[config.mk]
export PLATFORM = sky130hd
export DESIGN_NAME = scac_cost_unit
export DESIGN_NICKNAME = d
export VERILOG_FILES = /design/src/hw/rtl/scac_pkg.sv /design/src/hw/rtl/scac_cost_unit.sv
export SDC_FILE = /design/constraint.sdc
export NUM_CORES = 1
export LEC_CHECK = 0
export BUFFER_PORTS_ARGS = -buffer_cell sky130_fd_sc_hd__buf_2
export CAP_MARGIN = 20
export CORE_MARGIN = 10
export CORE_UTILIZATION = 40
export DETAILED_ROUTE_END_ITERATION = 7
export PLACE_DENSITY_LB_ADDON = 0.08
export SETUP_SLACK_MARGIN = 0.02
export SLEW_MARGIN = 30
export SYNTH_ARGS = -nofsm -noshare
export SYNTH_HDL_FRONTEND = slang
export SYNTH_SLANG_ARGS = --single-unit
[constraint.sdc]
create_clock -name clk -period 13.61 [get_ports clk]
set_input_delay 0 -clock clk [delete_from_list [all_inputs] [get_ports clk]]
set_output_delay 0 -clock clk [all_outputs]
set_load 0.1 [all_outputs]
[src/hw/rtl/scac_pkg.sv]
`default_nettype none
// ----------------------------------------------------------------------------
// scac_pkg: shared types and constants of the seam cost accumulator
// Widths, fixed-point constants, register indexes and the per-pixel control
// record that travels down the pipeline.
// ----------------------------------------------------------------------------
package scac_pkg;

	localparam int MAX_WIDTH  = 4096;
	localparam int COL_W      = $clog2(MAX_WIDTH);
	localparam int ROW_W      = 13;
	localparam int LEN_W      = (COL_W + 1 > ROW_W) ? COL_W + 1 : ROW_W;
	localparam int COST_W     = 32;
	localparam int ENERGY_W   = 24;
	localparam int MOVE_W     = 16;
	localparam int CFG_DATA_W = 16;
	localparam int CFG_IDX_W  = 1;

	typedef logic [COL_W-1:0]    col_t;
	typedef logic [ROW_W-1:0]    row_len_t;
	typedef logic [LEN_W-1:0]    len_t;
	typedef logic [COST_W-1:0]   cost_t;
	typedef logic [ENERGY_W-1:0] energy_t;
	typedef logic [MOVE_W-1:0]   move_t;

	typedef enum logic [CFG_IDX_W-1:0] {
		REG_ROW_WIDTH = 1'b0,
		REG_MOVE_COST = 1'b1
	} cfg_reg_t;

	localparam row_len_t ROW_WIDTH_RESET = 13'd1024;
	localparam move_t    MOVE_COST_RESET = 16'd256;

	// Q.8 constants: 1.0 and 255.0.
	localparam cost_t START_COST = 32'd256;
	localparam cost_t MID_LOW    = 32'd256;
	localparam cost_t MID_HIGH   = 32'd65280;
	localparam cost_t COST_MAX   = 32'hFFFF_FFFF;

	typedef struct packed {
		col_t col;
		logic last;
		logic has_left;
		logic has_right;
		logic first_row;
	} pix_ctrl_t;

endpackage
`default_nettype wire

[src/hw/rtl/scac_cost_unit.sv]
`default_nettype none
// ----------------------------------------------------------------------------
// scac_cost_unit: neighbor minimum and cost arithmetic
// Stage one picks the least in-image neighbor above and keeps the up-left and
// up costs for the next pixel. Stage two adds the energy, saturates and
// subtracts the move cost from mid-range sums; first-row pixels get the start cost.
// ----------------------------------------------------------------------------
module scac_cost_unit (
	input  wire                      clk,
	input  wire                      arst_n,
	input  wire                      advance,
	input  wire                      valid_s1,
	input  wire scac_pkg::pix_ctrl_t ctrl_s1,
	input  wire scac_pkg::energy_t   energy_s1,
	input  wire scac_pkg::cost_t     up_read,
	input  wire scac_pkg::cost_t     right_read,
	input  wire scac_pkg::move_t     move_cost,
	output logic                     valid_s2,
	output scac_pkg::pix_ctrl_t      ctrl_s2,
	output scac_pkg::cost_t          cost
);

	scac_pkg::cost_t   left_above_q;
	scac_pkg::cost_t   center_above_q;
	scac_pkg::cost_t   up;
	scac_pkg::cost_t   right;
	scac_pkg::cost_t   min_cost;
	scac_pkg::cost_t   min_s2;
	scac_pkg::energy_t energy_s2;
	logic [scac_pkg::COST_W:0] sum;
	scac_pkg::cost_t   sat;
	scac_pkg::cost_t   move_ext;

	always_comb begin
		up       = ctrl_s1.has_left ? center_above_q : up_read;
		right    = ctrl_s1.has_right ? right_read : '0;
		min_cost = up;
		if (ctrl_s1.has_left && (left_above_q < min_cost)) begin
			min_cost = left_above_q;
		end
		if (ctrl_s1.has_right && (right < min_cost)) begin
			min_cost = right;
		end
	end

	always_ff @(posedge clk or negedge arst_n) begin
		if (!arst_n) begin
			left_above_q   <= '0;
			center_above_q <= '0;
			valid_s2       <= 1'b0;
		end else if (advance) begin
			valid_s2 <= valid_s1;
			if (valid_s1) begin
				left_above_q   <= up;
				center_above_q <= right;
			end
		end
	end

	always_ff @(posedge clk) begin
		if (advance && valid_s1) begin
			ctrl_s2   <= ctrl_s1;
			min_s2    <= min_cost;
			energy_s2 <= energy_s1;
		end
	end

	always_comb begin
		sum      = (scac_pkg::COST_W + 1)'(min_s2) + (scac_pkg::COST_W + 1)'(energy_s2);
		sat      = sum[scac_pkg::COST_W] ? scac_pkg::COST_MAX : sum[scac_pkg::COST_W-1:0];
		move_ext = scac_pkg::COST_W'(move_cost);
		if (ctrl_s2.first_row) begin
			cost = scac_pkg::START_COST;
		end else if ((sat > scac_pkg::MID_LOW) && (sat < scac_pkg::MID_HIGH)) begin
			cost = (sat > move_ext) ? (sat - move_ext) : '0;
		end else begin
			cost = sat;
		end
	end

endmodule
`default_nettype wire

==> results.md <==
* I/O Buffers at 172
* DR vias/cell at just over 5
* Synthesized area per cell at 9.10 sq um
* Vias in the first global route at 8,966
* Worst rel slew slack at 38.6%
* Initial Util at 40.9%
* Die width at between 150 and 200 um
* Worst-path cell chain: ha_1, fa_1, a211oi_1, o211ai_2, nand4_1, nand3_1, nand2b_1, nand2_1, ha_1, a21oi_1, o21ai_0, o41ai_1, a21oi_1, a2111oi_0, nand3_1, a31oi_1, buf_2
* Clk_skew at between 0.01 and 0.015 ns
* Syn Inst Count at roughly 1,100
* Ys async rst share at a little under half
* Largest family of logic cells by synthesized area: compound AO/OA/AOI/OAI gates
* Post-Syn Nets at 1,367
* TritonRoute pass-1 iters at 4
* Unique cell type count in the Yosys netlist at 75
* Layout cells sized above 1 at 17.8%
* Die Y-Extent at 181 um
* Final core utilization at roughly half
* Top cells by area, synth: edfxtp_1 (21%), dfrtp_1 (16%), ha_1 (12%)
* ANT cells at 0
* Top Family by Delay on Critical Path: compound AO/OA/AOI/OAI gates
* Cell with the most instances after synthesis: nand2_1
* P per Cell Area at 137 nW/um^2
* Peak VDD IR at 0.0000784 V
* Nets at between 1,500 and 2,000
* Crit end category: output pin
* Maximum clock path buffer count at 2
* Simple-gate share of the synthesized area at 16.5%
* Synthesis-to-finish area growth at 26.7%
* Type of origin of the critical path: flop
* Endpoints failing hold at 0
* Top cells by count, synth: nand2_1 (189), o21ai_0 (121), ha_1 (102)
* Worst Path Required at roughly 14 ns
* GRT Util Overall at about 18%
* Grt ovf at 0
* Period utilization at 48.3%
* Routed WL at slightly below 30,000 um
* Largest net degree at the start of global routing at 93
* Post-route ant nets at 0
* Synth top area share at about a fifth
* DR WL/cell at 16.7 um
* Critical Path AT at 6.57 ns
* Setup TNS Final at 0 ns
* Status: finished, final reports clean
* Multiplexer share of the synthesized area at about 8.3%
* Worst-path clk slew at 0.06 ns
* WP buf/inv at 1
* Placed Instances at about 1,600
* P_leak at 0.00636 uW
* DRT iter0 DRCs at 528
* Max-cap check violation count at 0
* EDFF count, synth at 72
* DR DRC count at 0
* Clock root buffer: clkbuf_16
* Synth Register Bits at about 140
* TritonCTS clock tree: built
* Post-synth top flop: edfxtp_1
* Sequential fraction of the synthesis area at 36.6%
* # setup viols final at 0
* CTS Buf Count at 17
* H-tree levels at 4
* Total core area at 25,300 sq um
* Worst Path Max Fanout at 18
* Fin. max-slew vios at 0
* Clock Latency Late Sink at 0.42 ns
* Fmax at 0.152 GHz
* Die area at 32,700 sq um
* Post-layout minimum cycle time at 6.57 ns
* Total number of vias at slightly below 9,000
* Ys Warns at 0
* Slowest Stage Delay on Critical Path at 0.55 ns
* Crit path kind: flop to output pin
* RSZ-0062 raised after global routing: false
* Initial antenna violation count at 0
* Synth Area in XOR/XNOR at 3.55%
* Hold WC Path Type: primary input to flop
* Non-Filler Instances at 1,728
* Measured slew at the worst slew-check pin at 0.921 ns
* First-pass GRT wire length at approximately 47,000 um
* Largest area contributor in the netlist: edfxtp_1
* HPWL after DPL at 22,200 um
* RePlAce Congestion at 0.864
* Worst path slowest cell: nand2b_1
* Compound-cell area share of the yosys netlist at 18.1%
* Clock Sinks at 137
* Adder-Cell Fraction of Synth Area at roughly an eighth
* # rows at 58
* # IOs at 173
* Synth Cell Area at 10,400 sq um
## tightest hold or removal path, delay by kind of cell
family	cells	cell delay, ns
AOI/OAI and AO/OA	1	0.18
buffers and inverters	1	0.08
muxes	1	0.12
## registers in the layout, indices dropped and copies added (netlist names)
signal	flops
energy_s2	24
min_s2	32
left_above_q	32
valid_s2	1
ctrl_s2	16
center_above_q	32
## power breakdown
part | internal [uW] | switching [uW]
combinational | 265 | 498
sequential | 489 | 29.9
clock | 327 | 184
## cell type report
type	count	area, sq um
Clock buffer	18	429
Clock inverter	14	220
Fill cell	2407	12200
Inverter	61	229
Multi-Input combinational cell	892	6160
Sequential cell	137	3790
Tap cell	330	413
Timing Repair Buffer	276	1890
## logic make-up after synthesis
kind of cell               count (synthesis)
muxes                                     85
buffers and inverters                    110
xor gates and xnor gates                  42
adders and majority gates                104
and+or+nand+nor                          361
DFF                                      137
AOI/OAI and AO/OA                        300
## metrics by stage
step | hold WS (ns) | power (uW) | worst slack [ns] | area (sq um)
global route | 0.0278 | 1910 | 6.43 | 13100
CTS | 0.00676 | 1810 | 7.04 | 13100
floorplan | -0.296 | 1100 | 7.34 | 10400
global placement | 0.176 | 1270 | 7.08 | 11500
detailed placement | 0.179 | 1270 | 7.27 | 11500
finish | 0.00205 | 1790 | 7.04 | 13100
## per-layer routing
metal	up-vias	GRT usage (%)	wire, um
met5	-	0	0
met4	0	3.90	289
met3	16	2.86	871
met2	142	28.6	13700
met1	4071	23.8	14000
li1	4622	-	-
## path summary, 6_finish.rpt
check	end	startpoint	slack [ns]	cells after the start
max in group asynchronous	left_above_q[6]	arst_n	12.92	3
worst min register to register	center_above_q[10]	center_above_q[10]	0.48	2
worst min-delay path	left_above_q[2]	up_read[2]	0.002	3
worst max register to register	min_s2[3]	center_above_q[13]	7.55	19
min in group asynchronous	center_above_q[24]	arst_n	0.25	3
worst max-delay path	cost[21]	min_s2[0]	7.04	17
## cells in the final DEF (no fill, tap or decap), types with 5 or more instances in the layout
| cell type | Yosys | routed |
|---|---|---|
| a211oi_1 | 8 | 8 |
| a21o_1 | 28 | 28 |
| a21oi_1 | 61 | 61 |
| a31oi_1 | 14 | 14 |
| buf_2 | 10 | 171 |
| buf_4 | 3 | 7 |
| bufinv_16 | 0 | 5 |
| clkbuf_16 | 0 | 17 |
| dfrtp_1 | 65 | 65 |
| dlygate4sd3_1 | 0 | 97 |
| edfxtp_1 | 72 | 72 |
| ha_1 | 102 | 102 |
| inv_1 | 61 | 60 |
| mux2i_1 | 81 | 81 |
| nand2_1 | 189 | 188 |
| nand2b_1 | 15 | 15 |
| nand3_1 | 25 | 25 |
| nand4_1 | 19 | 19 |
| nor2_1 | 48 | 48 |
| nor2b_1 | 7 | 7 |
| nor3_1 | 19 | 19 |
| o211ai_1 | 9 | 9 |
| o21a_1 | 9 | 9 |
| o21ai_0 | 121 | 121 |
| o21bai_1 | 7 | 7 |
| or2_2 | 10 | 10 |
| or3_1 | 5 | 5 |
| xnor2_1 | 20 | 20 |
| xor2_1 | 22 | 22 |
## timing repair
| item | 4_1_cts | 5_1_grt |
|---|---|---|
| hold buffers | 97 | 0 |
| resized for setup | 0 | 0 |
| buffers inserted | 0 | 0 |
| hold endpoints to repair | 164 | 0 |
(Power assumes the default switching activity.)
