`config.mk`:
```
export PLATFORM = sky130hd
export DESIGN_NAME = scac_column_ctrl
export DESIGN_NICKNAME = d
export VERILOG_FILES = /design/src/hw/rtl/scac_pkg.sv /design/src/hw/rtl/scac_column_ctrl.sv
export SDC_FILE = /design/constraint.sdc
export NUM_CORES = 1
export LEC_CHECK = 0
export ABC_AREA = 1
export BUFFER_PORTS_ARGS = -buffer_cell sky130_fd_sc_hd__buf_2
export CAP_MARGIN = 10
export CORE_ASPECT_RATIO = 1.5
export CORE_UTILIZATION = 35
export DETAILED_ROUTE_END_ITERATION = 8
export GPL_ROUTABILITY_DRIVEN = 0
export GPL_TIMING_DRIVEN = 0
export PLACE_DENSITY = 0.61
export SYNTH_ARGS = -nofsm -noshare
export SYNTH_HDL_FRONTEND = slang
export SYNTH_SLANG_ARGS = --single-unit
```
`constraint.sdc`:
```
create_clock -name clk -period 3.23 [get_ports clk]
set_input_delay 0.1615 -clock clk [delete_from_list [all_inputs] [get_ports clk]]
set_output_delay 0.1615 -clock clk [all_outputs]
set_load 0.1 [all_outputs]
```
`src/hw/rtl/scac_pkg.sv`:
```
`default_nettype none
// ----------------------------------------------------------------------------
// scac_pkg: shared types and constants of the seam cost accumulator
// Widths, fixed-point constants, register indexes and the per-pixel control
// record that travels down the pipeline.
// ----------------------------------------------------------------------------
package scac_pkg;

	localparam int MAX_WIDTH  = 4096;
	localparam int COL_W      = $clog2(MAX_WIDTH);
	localparam int ROW_W      = 13;
	localparam int LEN_W      = (COL_W + 1 > ROW_W) ? COL_W + 1 : ROW_W;
	localparam int COST_W     = 32;
	localparam int ENERGY_W   = 24;
	localparam int MOVE_W     = 16;
	localparam int CFG_DATA_W = 16;
	localparam int CFG_IDX_W  = 1;

	typedef logic [COL_W-1:0]    col_t;
	typedef logic [ROW_W-1:0]    row_len_t;
	typedef logic [LEN_W-1:0]    len_t;
	typedef logic [COST_W-1:0]   cost_t;
	typedef logic [ENERGY_W-1:0] energy_t;
	typedef logic [MOVE_W-1:0]   move_t;

	typedef enum logic [CFG_IDX_W-1:0] {
		REG_ROW_WIDTH = 1'b0,
		REG_MOVE_COST = 1'b1
	} cfg_reg_t;

	localparam row_len_t ROW_WIDTH_RESET = 13'd1024;
	localparam move_t    MOVE_COST_RESET = 16'd256;

	// Q.8 constants: 1.0 and 255.0.
	localparam cost_t START_COST = 32'd256;
	localparam cost_t MID_LOW    = 32'd256;
	localparam cost_t MID_HIGH   = 32'd65280;
	localparam cost_t COST_MAX   = 32'hFFFF_FFFF;

	typedef struct packed {
		col_t col;
		logic last;
		logic has_left;
		logic has_right;
		logic first_row;
	} pix_ctrl_t;

endpackage
`default_nettype wire

```
`src/hw/rtl/scac_column_ctrl.sv`:
```
`default_nettype none
// ----------------------------------------------------------------------------
// scac_column_ctrl: column and row tracking
// Derives the column, edge flags and first-row flag of the offered pixel and
// advances the column count on each accepted request.
// ----------------------------------------------------------------------------
module scac_column_ctrl (
	input  wire                      clk,
	input  wire                      arst_n,
	input  wire scac_pkg::row_len_t  row_width,
	input  wire                      start_of_frame,
	input  wire                      accept,
	output scac_pkg::pix_ctrl_t      ctrl
);

	localparam scac_pkg::len_t MAX_LEN = scac_pkg::LEN_W'(scac_pkg::MAX_WIDTH);
	localparam scac_pkg::len_t ONE_LEN = scac_pkg::LEN_W'(1);

	scac_pkg::col_t column_q;
	logic           first_row_q;
	scac_pkg::len_t row_len;
	scac_pkg::len_t width_eff;
	scac_pkg::col_t col;

	always_comb begin
		row_len = scac_pkg::LEN_W'(row_width);
		priority if (row_len == '0) begin
			width_eff = ONE_LEN;
		end else if (row_len > MAX_LEN) begin
			width_eff = MAX_LEN;
		end else begin
			width_eff = row_len;
		end
		col            = start_of_frame ? '0 : column_q;
		ctrl.col       = col;
		ctrl.last      = (scac_pkg::LEN_W'(col) + ONE_LEN) >= width_eff;
		ctrl.has_left  = (col != '0);
		ctrl.has_right = !ctrl.last;
		ctrl.first_row = start_of_frame || first_row_q;
	end

	always_ff @(posedge clk or negedge arst_n) begin
		if (!arst_n) begin
			column_q    <= '0;
			first_row_q <= 1'b1;
		end else if (accept) begin
			if (ctrl.last) begin
				column_q    <= '0;
				first_row_q <= 1'b0;
			end else begin
				column_q    <= col + scac_pkg::COL_W'(1);
				first_row_q <= ctrl.first_row;
			end
		end
	end

	ap_last_wraps: assert property (@(posedge clk) disable iff (!arst_n)
		(accept && ctrl.last) |=> (column_q == '0 && !first_row_q))
		else $error("column count did not wrap after the last pixel of a row");

	ap_col_steps: assert property (@(posedge clk) disable iff (!arst_n)
		(accept && !ctrl.last) |=> (column_q == $past(col) + scac_pkg::COL_W'(1)))
		else $error("column count did not step by one");

	ap_col_in_row: assert property (@(posedge clk) disable iff (!arst_n)
		(scac_pkg::LEN_W'(column_q) < width_eff) || (row_len == '0) || !first_row_q
		|| (scac_pkg::LEN_W'(column_q) < MAX_LEN))
		else $error("column count beyond the line buffer");

endmodule
`default_nettype wire

```
==> impl_metrics.tcl, run 1 <==
set metrics [dict create \
    cellPowerDensity_mw_per_mm2 292 \
    critical_path_class "primary input to output pin" \
    cts_tree "yes" \
    avgSynthCellArea_um2 6.13 \
    syn_inst 220 \
    synth_nets 252 \
    rows 27 \
    worst_ep_required_time_ns 3.07 \
    skew_ns 0.00302 \
    clkLatencyLatePin_ns 0.25 \
    root_buffer "clkbuf_8" \
    dieArea_mm2 0.00411 \
    wl_mm 3.55 \
    status "finished clean" \
    yosysSeqAreaShare_pct 24.2 \
    grt-ovfl-total 0 \
    initial_core_util_pct 36.6 \
    timing.setup.tns_ns 0 \
    hold_viol_final 0 \
    worstPathArrival_ns 2.88 \
    firstDrtPassIters 4 \
    synthToLayoutAreaGrowth_pct 28.5 \
    drtIter0Drc 45 \
    cts.htree.levels 1 \
    netlist_area_mm2 0.00135 \
    cts_made_buffers 3 \
    grt_pass1_vias 1384 \
    fp.dieW_um 52.7 \
    layout_commonest_cell "nand2_1" \
    cts_sinks 13 \
    cts_buffer_depth 2 \
    pin_count 33 \
    synth-seq-cells 13 \
    nNetsFinal 293 \
    drive_above_1_share_pct 23.8 \
    postRouteAntennaNets 0 \
    tightest_slew_ns 0.486 \
    slew_viol_final 0 \
    critPathMaxFanout 10 \
    holdWs_ns 0.196 \
    synthArstFlopShare_pct 100 \
    dr_total_vias 1444 \
    final_cell_area_mm2 0.00173 \
    grt_max_degree 14 \
    cp_slowest_cell "ha_1" \
    critical_path.cell_chain "buf_2, inv_2, buf_6, nand2_1, clkinvlp_4, ha_4, inv_2, nor2_2, nand2_2, xnor2_2, ha_1, nand2_1, inv_1, nand2_1, nor2_1, inv_1, nor2_1, nor2_4, buf_12, clkinvlp_4, buf_4" \
    grt_first_pass_wirelength_mm 5.95 \
    ys_types 22 \
    layout_min_cycle_time_ns 3.04 \
    placed_area_mm2 0.00163 \
    setup_viol 0 \
    yosys_most_used_dff "dfrtp_1" \
    fillers 410 \
    p_total_mw 0.505 \
    track_usage_pct 19.7 \
    wl_per_cell_um 11.7 \
    max-cap-violations 0 \
    diodes 0 \
    final_cell_mix "nand2_1 (80), buf_2 (31), inv_1 (27)" \
    hold_class "primary input to register" \
    slew_headroom_pct 67.6 \
    worst_path_largest_cell_delay_ns 0.30 \
    yosys_warnings 0 \
    finalCritPeriodShare_pct 94.2 \
    multi_input_area_um2 933 \
    clock.fmax_mhz 329 \
    final_util_pct 47.0 \
    avgViaCountPerCell 4.77 \
    ir_drop_mv 0.160 \
    synth_edf_count 0 \
    core_area_mm2 0.00368 \
    end_kind "output pin" \
    clkTransAtPathRegs_ns 0.06 \
    start_kind "primary input" \
    place.port_buffers 32 \
    die_y_um 78.0 \
    drc_errors 0 \
    dp_hpwl_mm 2.95 \
    regArea_um2 327 \
    grt_antenna_before_repair 0 \
    leakage_nw 0.997 \
    worst_path_most_repeated_cell "nand2_1" \
]
==> metal layers <==
layer  vias to the layer above  GRT usage, %  part of all wire (%)
met1                       631          22.9                    44
li1                        771             -                     -
met4                         0          8.42                   2.1
met2                        36          35.3                    51
met5                         -             0                     0
met3                         6          1.18                   2.8
==> path summary, 6_finish.rpt <==
check / startpoint / end / slack [ns] / cells past startpoint
max in group asynchronous: arst_n / first_row_q$_DFFE_PN1P_ / 2.59 / 2
worst max register to register: column_q[0]$_DFFE_PN0P_ / column_q[11]$_DFFE_PN0P_ / 0.71 / 17
min in group asynchronous: arst_n / column_q[2]$_DFFE_PN0P_ / 0.35 / 2
worst min register to register: first_row_q$_DFFE_PN1P_ / first_row_q$_DFFE_PN1P_ / 0.47 / 2
worst min-delay path: accept / column_q[1]$_DFFE_PN0P_ / 0.20 / 3
worst max-delay path: start_of_frame / ctrl[3] / 0.19 / 21
==> where the power goes <==
| part | internal (mW) | switching (mW) |
|---|---|---|
| clock network | 0.0873 | 0.0627 |
| registers | 0.172 | 0.00540 |
| logic | 0.0479 | 0.130 |
| total | 0.307 | 0.198 |
==> kinds of logic (layout without fill, tap and decap cells) <==
kind of cell               Yosys count  in the layout  synth area share, %
DFF                                 13             13                 24.2
buffers and inverters               37             77                 11.0
and+or+nand+nor                    143            143                 44.9
xor gates and xnor gates             5              5                 3.25
AOI/OAI and AO/OA                    7              7                 2.60
adders and majority gates           15             15                 13.9
==> cell type report <==
class                           count  area share (%)
Multi-Input combinational cell    170            53.9
Sequential cell                    13            18.9
Timing Repair Buffer               36            11.4
Inverter                           32            7.59
Tap cell                           43            3.11
Clock buffer                        4            2.60
Buffer                              5            2.53
==> registers in the layout, indices dropped and copies added (netlist names) <==
register / flops
first_row_q: 1
column_q: 12
==> cells in the mapped netlist, types with 3 or more instances <==
| cell type | n | area share, % |
|---|---|---|
| nand2_1 | 81 | 23 |
| inv_1 | 31 | 8.6 |
| nand3_1 | 25 | 9.3 |
| nor2_1 | 23 | 6.4 |
| ha_1 | 15 | 14 |
| dfrtp_1 | 12 | 22 |
| a21oi_1 | 4 | 1.5 |
| nor4_1 | 4 | 1.9 |
| nand4_1 | 3 | 1.4 |
| o21ai_0 | 3 | 1.1 |
| xor2_1 | 3 | 2.0 |
==> through the flow <==
stage	setup WS, ns	instances
after global placement	-0.0914	295
final	0.188	303
after detailed placement	-0.0885	295
after global routing	-0.00284	303
after floorplan	0.000151	220
after CTS	0.0434	300
==> worst max-delay path: cells and delay by family <==
family | cells | cell delay, ns
buf+inv | 10 | 1.23
xor+xnor | 1 | 0.17
fa+ha+maj | 2 | 0.45
simple gates | 8 | 0.86
==> repair_timing <==
| action | 4_1_cts | 5_1_grt |
|---|---|---|
| resized for setup | 2 | 4 |
| hold buffers | 1 | 0 |
| endpoints found under the setup margin | 2 | 2 |
| setup buffers | 0 | 3 |
| pin swaps | 0 | 1 |
| endpoints found under the hold margin | 12 | 0 |
No activity file was read; power rests on OpenSTA's default activity.
==> inputs of run 2 (changes only) <==
Settings changed: CORE_MARGIN from default to 2, SKIP_CTS_REPAIR_TIMING from default to 1.
==> impl_metrics.tcl, run 2 (synthesis gave the netlist of run 1 again) <==
set metrics [dict create \
    cts_made_buffers 3 \
    top_register "column_q" \
    synthToLayoutAreaGrowth_pct 31.8 \
    nNetsFinal 296 \
    min_path_cells 3 \
    postRouteAntennaNets 0 \
    fin_ws_ns 0.208 \
    die_y_um 80.0 \
    leakage_nw 1.03 \
    max-cap-violations 0 \
    clkLatencyLatePin_ns 0.24 \
    largest_reg_flops 12 \
    avgViaCountPerCell 4.92 \
    holdWs_ns 0.207 \
    ir_drop_mv 0.163 \
    firstDrtPassIters 4 \
    end_kind "output pin" \
    grt_max_degree 14 \
    wl_per_cell_um 11.9 \
    place.port_buffers 32 \
    cts_sinks 13 \
    core_area_mm2 0.00368 \
    final_cell_mix "nand2_1 (80), buf_2 (31), inv_1 (27)" \
    cts_tree "yes" \
    grt-ovfl-total 0 \
    cts.htree.levels 1 \
    layout.cells.non_filler 306 \
    worst-path-buf-inv 6 \
    grt_antenna_before_repair 0 \
    track_usage_pct 18.5 \
    grt_pass1_vias 1382 \
    slew_viol_final 0 \
    fp.dieW_um 54.7 \
    worst_path_most_repeated_cell "nand2_1" \
    start_kind "register" \
    hold_class "primary input to register" \
    worst_ep_required_time_ns 3.07 \
    pin_count 33 \
    final_util_pct 48.2 \
    worstPathArrival_ns 2.86 \
    root_buffer "clkbuf_8" \
    p_total_mw 0.516 \
    dp_slack_ns -0.0770 \
    initial_core_util_pct 36.6 \
    cp_slowest_cell "dfrtp_1" \
    setup_viol 0 \
    rows 27 \
    dp.cells 295 \
    diodes 0 \
    finalCritPeriodShare_pct 93.6 \
    drtIter0Drc 27 \
    cellPowerDensity_mw_per_mm2 291 \
    fillers 398 \
    clkTransAtPathRegs_ns 0.06 \
    critPathMaxFanout 10 \
    wl_mm 3.65 \
    grt_first_pass_wirelength_mm 5.95 \
    dp_hpwl_mm 2.94 \
    hold_viol_final 0 \
    drive_above_1_share_pct 24.3 \
    worst_path_largest_cell_delay_ns 0.39 \
    skew_ns 0.00114 \
    layout_min_cycle_time_ns 3.02 \
    cts_buffer_depth 2 \
    dieArea_mm2 0.00437 \
    critical_path.cell_chain "nand2_4, clkinvlp_4, ha_4, inv_2, nor2_4, nand2_2, nor4_4, ha_1, nand2_1, inv_1, nand2_1, nor2_1, nand2_1, nand3_2, nor2_4, buf_12, clkinvlp_4, buf_6" \
    critPathTopFamily "simple AND/OR/NAND/NOR gates" \
    worst-path-stages 18 \
    status "finished clean" \
    layout_commonest_cell "nand2_1" \
    slew_headroom_pct 67.8 \
    tightest_slew_ns 0.486 \
    clock.fmax_mhz 331 \
    largestRegisters "column_q: 12 flops, first_row_q: 1 flops" \
    drc_errors 0 \
    dr_total_vias 1504 \
    r2r_cells 18 \
    critical_path_class "register to output pin" \
]
-- run 2: changes by cell type in the layout (fill, tap and decap cells not counted), sizes merged --
cell / previous run / this run
buf: 38 / 41
-- run 2: worst paths after layout --
check | from | end | slack (ns)
setup / recovery | column_q[0]$_DFFE_PN0P_ | ctrl[3] | 0.21
hold / removal | accept | column_q[9]$_DFFE_PN0P_ | 0.21
setup reg to reg | column_q[0]$_DFFE_PN0P_ | column_q[8]$_DFFE_PN0P_ | 0.68
hold reg to reg | first_row_q$_DFFE_PN1P_ | first_row_q$_DFFE_PN1P_ | 0.47
max in group asynchronous | arst_n | first_row_q$_DFFE_PN1P_ | 2.59
min in group asynchronous | arst_n | column_q[2]$_DFFE_PN0P_ | 0.34
-- run 2: area by class of cell --
class / count / area, µm² / share of cell area [%]
flip-flops and latches: 13 / 327 / 18.4
clock buffers: 4 / 45.0 / 2.54
inverters: 32 / 134 / 7.54
plain buffers: 5 / 43.8 / 2.47
well taps: 43 / 53.8 / 3.03
repair buffers: 39 / 228 / 12.8
multi-input cells: 170 / 945 / 53.2
-- run 2: power breakdown --
| part | switching (mW) | internal (mW) |
|---|---|---|
| clock network | 0.0635 | 0.0873 |
| logic | 0.133 | 0.0548 |
| registers | 0.00610 | 0.172 |
-- run 2: per-stage QoR --
stage / area (µm²) / TNS, ns
after CTS: 1680 / -0.120
after floorplan: 1420 / 0
after global routing: 1780 / -0.0271
after global placement: 1630 / -0.115
after detailed placement: 1630 / -0.0862
final: 1780 / 0
-- run 2: metal layers --
layer  up-vias  GRT usage [%]  share of wire [%]
met5         -              0                  0
met4         0           7.75                1.8
met3         6          0.749                3.6
met2        43           32.4                 51
met1       674           22.4                 43
li1        781              -                  -
-- run 2: worst reg2reg max path, stage by stage, from the launching register on --
cell and delay (ns):
dfrtp_1 0.39, nand2_4 0.10, clkinvlp_4 0.11, ha_4 0.15
inv_2 0.05, nor2_4 0.12, nand2_2 0.10, nor4_4 0.30
ha_1 0.29, nand2_1 0.07, inv_1 0.05, nand2_1 0.08
nor2_1 0.06, nand2_1 0.07, nand3_2 0.09, nor2_4 0.18
buf_12 0.16, nand3_1 0.07, nand2_1 0.07
==> inputs of run 3 (changes only) <==
Settings changed: PLACE_DENSITY 0.61 to 0.58.
==> impl_metrics.tcl, run 3 (synthesis gave the netlist of run 1 again) <==
set metrics [dict create \
    p_int_mw 0.307 \
    cts_tree "yes" \
    ir_drop_mv 0.213 \
    slew_viol_final 0 \
    dieArea_mm2 0.00437 \
    firstDrtPassIters 4 \
    power.share.clock_pct 29.9 \
    critical_path_class "primary input to output pin" \
    holdWs_ns 0.206 \
    postRouteAntennaNets 0 \
    leakage_nw 1.01 \
    combPwrFrac_pct 35.4 \
    fillers 410 \
    tightest_slew_ns 0.484 \
    wl_per_cell_um 12.0 \
    skew_ns 0.00295 \
    grt_max_degree 14 \
    cellPowerDensity_mw_per_mm2 290 \
    synthToLayoutAreaGrowth_pct 30.2 \
    switching_share_pct 39.6 \
    place.port_buffers 32 \
    final_util_pct 47.6 \
    largest_reg_flops 12 \
    cts_buffer_depth 2 \
    layout_commonest_cell "nand2_1" \
    final_cell_mix "nand2_1 (80), buf_2 (31), inv_1 (27)" \
    worst_ep_required_time_ns 3.07 \
    critPathMaxFanout 10 \
    rows 27 \
    hold_class "primary input to register" \
    clkLatencyLatePin_ns 0.25 \
    nNetsFinal 292 \
    grt_first_pass_wirelength_mm 5.85 \
    diodes 0 \
    worstPathArrival_ns 2.85 \
    grt_antenna_before_repair 0 \
    start_kind "primary input" \
    layout_min_cycle_time_ns 3.01 \
    dp_slack_ns -0.0993 \
    cts_made_buffers 3 \
    p_seq_share_pct 34.7 \
    status "finished clean" \
    clkTransAtPathRegs_ns 0.06 \
    top_register "column_q" \
    initial_core_util_pct 36.6 \
    drc_errors 0 \
    r2r_slack_ns 0.71 \
    cts.htree.levels 1 \
    max-cap-violations 0 \
    wl_mm 3.63 \
    core_area_mm2 0.00368 \
    dr_total_vias 1467 \
    hold_viol_final 0 \
    grt-ovfl-total 0 \
    min_path_cells 3 \
    r2r_cells 16 \
    pin_count 33 \
    fin_ws_ns 0.220 \
    largestRegisters "column_q: 12 flops, first_row_q: 1 flops" \
    slew_headroom_pct 67.7 \
    die_y_um 80.0 \
    finalCritPeriodShare_pct 93.2 \
    end_kind "output pin" \
    timing.setup.tns_ns 0 \
    cts_sinks 13 \
    clock.fmax_mhz 332 \
    drtIter0Drc 35 \
    avgViaCountPerCell 4.86 \
    switchingPower_mw 0.202 \
    setup_viol 0 \
    drive_above_1_share_pct 24.3 \
    root_buffer "clkbuf_8" \
    track_usage_pct 18.5 \
    fp.dieW_um 54.7 \
    dp_hpwl_mm 3.00 \
    grt_pass1_vias 1334 \
]
==> run 3: metal layers <==
| layer | part of all wire (%) | global-route usage [%] |
|---|---|---|
| met1 | 42 | 22.1 |
| met2 | 52 | 32.4 |
| met3 | 4.9 | 1.69 |
| met4 | 1.7 | 6.75 |
| met5 | 0 | 0 |
==> run 3: metrics by stage <==
stage | cells | instance area (µm²) | total power, mW
finish | 302 | 1750 | 0.509
global route | 302 | 1750 | 0.539
CTS | 299 | 1680 | 0.508
detailed placement | 295 | 1630 | 0.356
global placement | 295 | 1630 | 0.356
floorplan | 220 | 1420 | 0.312
==> run 3: area by class of cell <==
cell class,count,area (µm²),share of cell area [%]
buffer,5,43.8,2.50
clock buffer,4,45.0,2.57
inverter,32,131,7.49
multi-input combinational,170,952,54.3
sequential,13,327,18.6
tap,43,53.8,3.07
timing repair buffer,35,201,11.5
==> run 3: final timing paths <==
path / startpoint / endpoint
worst max-delay path: start_of_frame / ctrl[3]
worst min-delay path: accept / column_q[1]$_DFFE_PN0P_
worst max register to register: column_q[0]$_DFFE_PN0P_ / column_q[4]$_DFFE_PN0P_
worst min register to register: first_row_q$_DFFE_PN1P_ / first_row_q$_DFFE_PN1P_
max in group asynchronous: arst_n / first_row_q$_DFFE_PN1P_
min in group asynchronous: arst_n / column_q[2]$_DFFE_PN0P_
==> run 3: critical path, cell delays in order <==
cell and delay [ns]:
buf_2 0.18, inv_2 0.15, buf_6 0.16, nand2_1 0.10, clkinvlp_4 0.11, ha_4 0.15
inv_2 0.05, nor2_2 0.19, nand2_2 0.14, nor4_4 0.17, ha_1 0.28, nand2_1 0.07
inv_1 0.05, a21oi_1 0.19, nand3_2 0.11, nor2_4 0.16, buf_12 0.16, clkinvlp_4 0.08
buf_8 0.17
==> run 3: power by group through the flow <==
stage	Clock [mW]	Sequential [mW]	Combinational [mW]
floorplan	0	0.179	0.133
global placement	0	0.180	0.176
detailed placement	0	0.180	0.177
CTS	0.154	0.177	0.177
global route	0.163	0.178	0.198
finish	0.152	0.177	0.180
